<file path="src/rtl/dmx_xf_ram.sv">
module dmx_xf_ram #(
	parameter int WIDTH = 8,
	parameter int DEPTH = 512,
	localparam int AW = (DEPTH > 1) ? $clog2(DEPTH) : 1
) (
	input  logic             clk,
	input  logic             we,
	input  logic [AW-1:0]    waddr,
	input  logic [WIDTH-1:0] wdata,
	input  logic [AW-1:0]    raddr,
	output logic [WIDTH-1:0] rdata
);

	logic [WIDTH-1:0] mem [DEPTH];

	// Write port and registered read port
	always_ff @(posedge clk) begin
		if (we) begin
			mem[waddr] <= wdata;
		end
		rdata <= mem[raddr];
	end

endmodule

</file>
<file path="config.mk">
export PLATFORM = sky130hd
export DESIGN_NAME = dmx_xf_ram
export DESIGN_NICKNAME = d
export VERILOG_FILES = /design/src/rtl/dmx_xf_ram.sv
export SDC_FILE = /design/constraint.sdc
export NUM_CORES = 2
export LEC_CHECK = 0
export ABC_AREA = 1
export BUFFER_PORTS_ARGS = -buffer_cell sky130_fd_sc_hd__buf_2
export CORE_MARGIN = 2
export CORE_UTILIZATION = 35
export DETAILED_ROUTE_END_ITERATION = 12
export MAX_ROUTING_LAYER = met4
export PLACE_DENSITY_LB_ADDON = 0.3
export SYNTH_ARGS = -nofsm -noshare
export SYNTH_HDL_FRONTEND = slang
export SYNTH_SLANG_ARGS = --single-unit
export TNS_END_PERCENT = 100
</file>
<file path="constraint.sdc">
create_clock -name clk -period 2 [get_ports clk]
set_input_delay 0.2 -clock clk [delete_from_list [all_inputs] [get_ports clk]]
set_output_delay 0.2 -clock clk [all_outputs]
set_load 0.005 [all_outputs]
</file>
==> metrics.md <==
| Metric | Value |
|---|---|
| Status | `complete, no violations` |
| CTS H-tree lvls | `5` |
| CTS Buf Count | `428` |
| # nets final | `15000` |
| Synth Register Bits | `4104` |
| Clock skew | `0.0955 ns` |
| VDD IR max | `854 uV` |
| Starting Density | `35.1%` |
| Post-route antenna net violation count | `0` |
| Clk root buf | `clkbuf_16` |
| Hold WS | `0.0645 ns` |
| Vias | `approximately 110k` |
| Yosys warns | `0` |
| HPWL after DPL | `between 300 and 400 mm` |
| Synth Instances | `13900` |
| Post-Synth Simple-Gate Area | `around 23%` |
| Slew headroom | `a little over two fifths` |
| Critical path data required time | `just under 3 ns` |
| Register area | `around 120000 sq um` |
| # IOs | `36` |
| Pin count of the biggest net entering global routing | `around 110` |
| Worst Tran Pin Value | `0.860 ns` |
| CP endpoint kind | `register` |
| Pwr/cell area | `between 900 and 1000 nW/um^2` |
| Die height | `between 600 and 700 um` |
| Gr ovfl total | `0` |
| CTS tree | `built` |
| CP Class | `register to register` |
| Clock sink total | `4104` |
| Layout fillers | `43500` |
| Die ar. | `~480000 sq um` |
| Number of antenna violations at the first check in global routing | `28` |
| Distinct cells, synth | `16` |
| Fmax achieved | `0.509 GHz` |
| Total chip power | `roughly 190 mW` |
| Post-DR vias/cell | `~5.2` |
| Mapped Avg Cell Area | `between 10 and 15 sq um` |
| Post-synthesis adder-cell area fraction | `0%` |
| Pleak | `71.4 nW` |
| Number of port buffers | `35` |
| Clock insertion delay at the later pin of the skew report | `1.02 ns` |
| Vias in the first global route | `approximately 110k` |
| Hold/Removal Path Class | `input port to register` |
| DR DRC count | `0` |
| GRT Total Usage | `a little over a fifth` |
| Largest family of logic cells by synthesized area | `simple AND/OR/NAND/NOR gates` |
| WL/cell | `23.2 um` |
| Max Slew Vio Count | `0` |
| Final min period | `between 1.5 and 2 ns` |
| Max-capacitance violation count | `0` |
| Clock transition at the registers of the reported paths | `roughly 0.060 ns` |
| Hold Vio Cnt, Final | `0` |
| Layout cells sized above 1 | `~15%` |
| Crit-path max FO | `1` |
| Post-synth top area cell | `edfxtp_1` |
| Synth Area in XOR/XNOR | `0%` |
| First-pass GRT wire length | `733 mm` |
| Synth top area share | `around 74%` |
| Register area share after synthesis | `between 70% and 80%` |
| Worst path arrival time | `approximately 2.9 ns` |
| Die width | `~690 um` |
| Clk buf depth | `4` |
| Row Count | `253` |
| DP Area | `about 190000 sq um` |
| RSZ-0062 raised after global routing | `yes` |
| Synth Area in Compound Gates | `0%` |
| DR iter-0 viols | `roughly 13000` |
| Syn Nets | `approximately 14000` |
| P&R area growth vs syn | `19.8%` |
| Final worst path period share | `between 90% and 100%` |
| Synth top area cells | `edfxtp_1 (74%), nand3_1 (12%), nand2_1 (9.4%)` |
| Post-synthesis cell area | `around 170000 sq um` |
| Core box area | `475000 sq um` |
| Final Routed Wirelength | `501 mm` |
| Multiplexer share of the synthesized area | `0%` |
| Final setup fails | `0` |
| DR pass1 iterations | `6` |
| Placer Congestion | `~0.9` |
| Area occupied by multi-input gates | `between 30000 and 40000 sq um` |
| Design area | `roughly 200000 sq um` |
| Critical Path Source Type | `register` |
-- final timing paths --
kind         cells after the start  slack, ns                   from                    end
max                             11       0.03   mem[56][2]$_DFFE_PP_       rdata[2]$_DFF_P_
min                              7       0.06               waddr[4]  mem[230][4]$_DFFE_PP_
max reg2reg                     11       0.03   mem[56][2]$_DFFE_PP_       rdata[2]$_DFF_P_
min reg2reg                     10       1.17  mem[266][5]$_DFFE_PP_       rdata[5]$_DFF_P_
-- critical path: stages (launching register included) --
cell and delay (ns):
edfxtp_1 0.38, nand2_1 0.08, nand3_1 0.06, nand3_1 0.11, nand3_1 0.18, nand3_1 0.15, nand3_2 0.15, nand3_2 0.15
nand3_1 0.18, nand3_2 0.18, buf_4 0.17, nand2_1 0.05
-- logic make-up after synthesis --
kind of cell,count (synthesis)
buffers and inverters,1022
flip-flops,4104
AND/OR/NAND/NOR,8765
-- layout by cell type, fill, tap and decap left out, types with 15 or more instances in the layout --
cell type,count
nand2_1,4145
edfxtp_1,4096
nand3_1,4029
buf_4,1214
nor2_1,511
clkbuf_16,433
buf_12,334
clkbuf_1,110
clkinv_1,97
clkinv_2,79
nand3_2,44
bufinv_16,34
inv_1,31
diode_2,26
buf_2,21
nand2_4,15
-- final cells by class --
type                       count  area share (%)
sequential                  4104            61.7
multi-input combinational   8765            19.3
timing repair buffer        1595            8.13
clock buffer                 548            5.67
tap                         6247            3.91
clock inverter               245            1.21
inverter                      39           0.102
antenna                       26          0.0326
-- through the flow --
step           util (%)  TNS [ns]  setup WS, ns  instances
6_report           42.1         0        0.0336      21600
5_1_grt            42.1   -0.0804       -0.0291      21600
4_1_cts            42.0   -0.0290       -0.0177      21500
3_5_place_dp       39.1    -48.93         -1.07      20700
3_3_place_gp       39.1    -46.74         -1.06      20700
2_1_floorplan         -         0         0.209      13900
-- synthesized netlist by cell type --
cell	n
buf_1	82
buf_12	1
buf_2	517
buf_4	123
buf_6	72
buf_8	4
clkbuf_1	184
dfxtp_1	8
edfxtp_1	4096
inv_1	34
inv_2	3
inv_4	2
nand2_1	4160
nand3_1	4080
nor2_1	514
nor3_1	11
-- layer usage --
| layer | track usage (%) | share of wire, % |
|---|---|---|
| met2 | 32.5 | 47 |
| met4 | 5.79 | 2.7 |
| met5 | - | 0 |
| met1 | 28.7 | 43 |
| met3 | 2.73 | 7.5 |
-- where the power goes --
part,switching (mW),internal [mW],total (mW)
logic,8.86,3.89,12.8
clock network,34.0,44.5,78.4
registers,0.117,94.7,94.8
total,42.9,143,186
-- registers in the layout, summed over array words and instances, names as in the netlist --
name   flops
mem     4096
rdata      8
-- what timing repair did --
action / CTS / global route
resized for setup: 35 / 34
gates cloned: 0 / 0
endpoints found under the setup margin: 16 / 121
endpoints found under the hold margin: 3348 / 0
pin swaps: 1 / 0
hold buffers: 13 / 0
setup buffers: 0 / 0
Note: power is estimated with default switching activity, not from simulation.
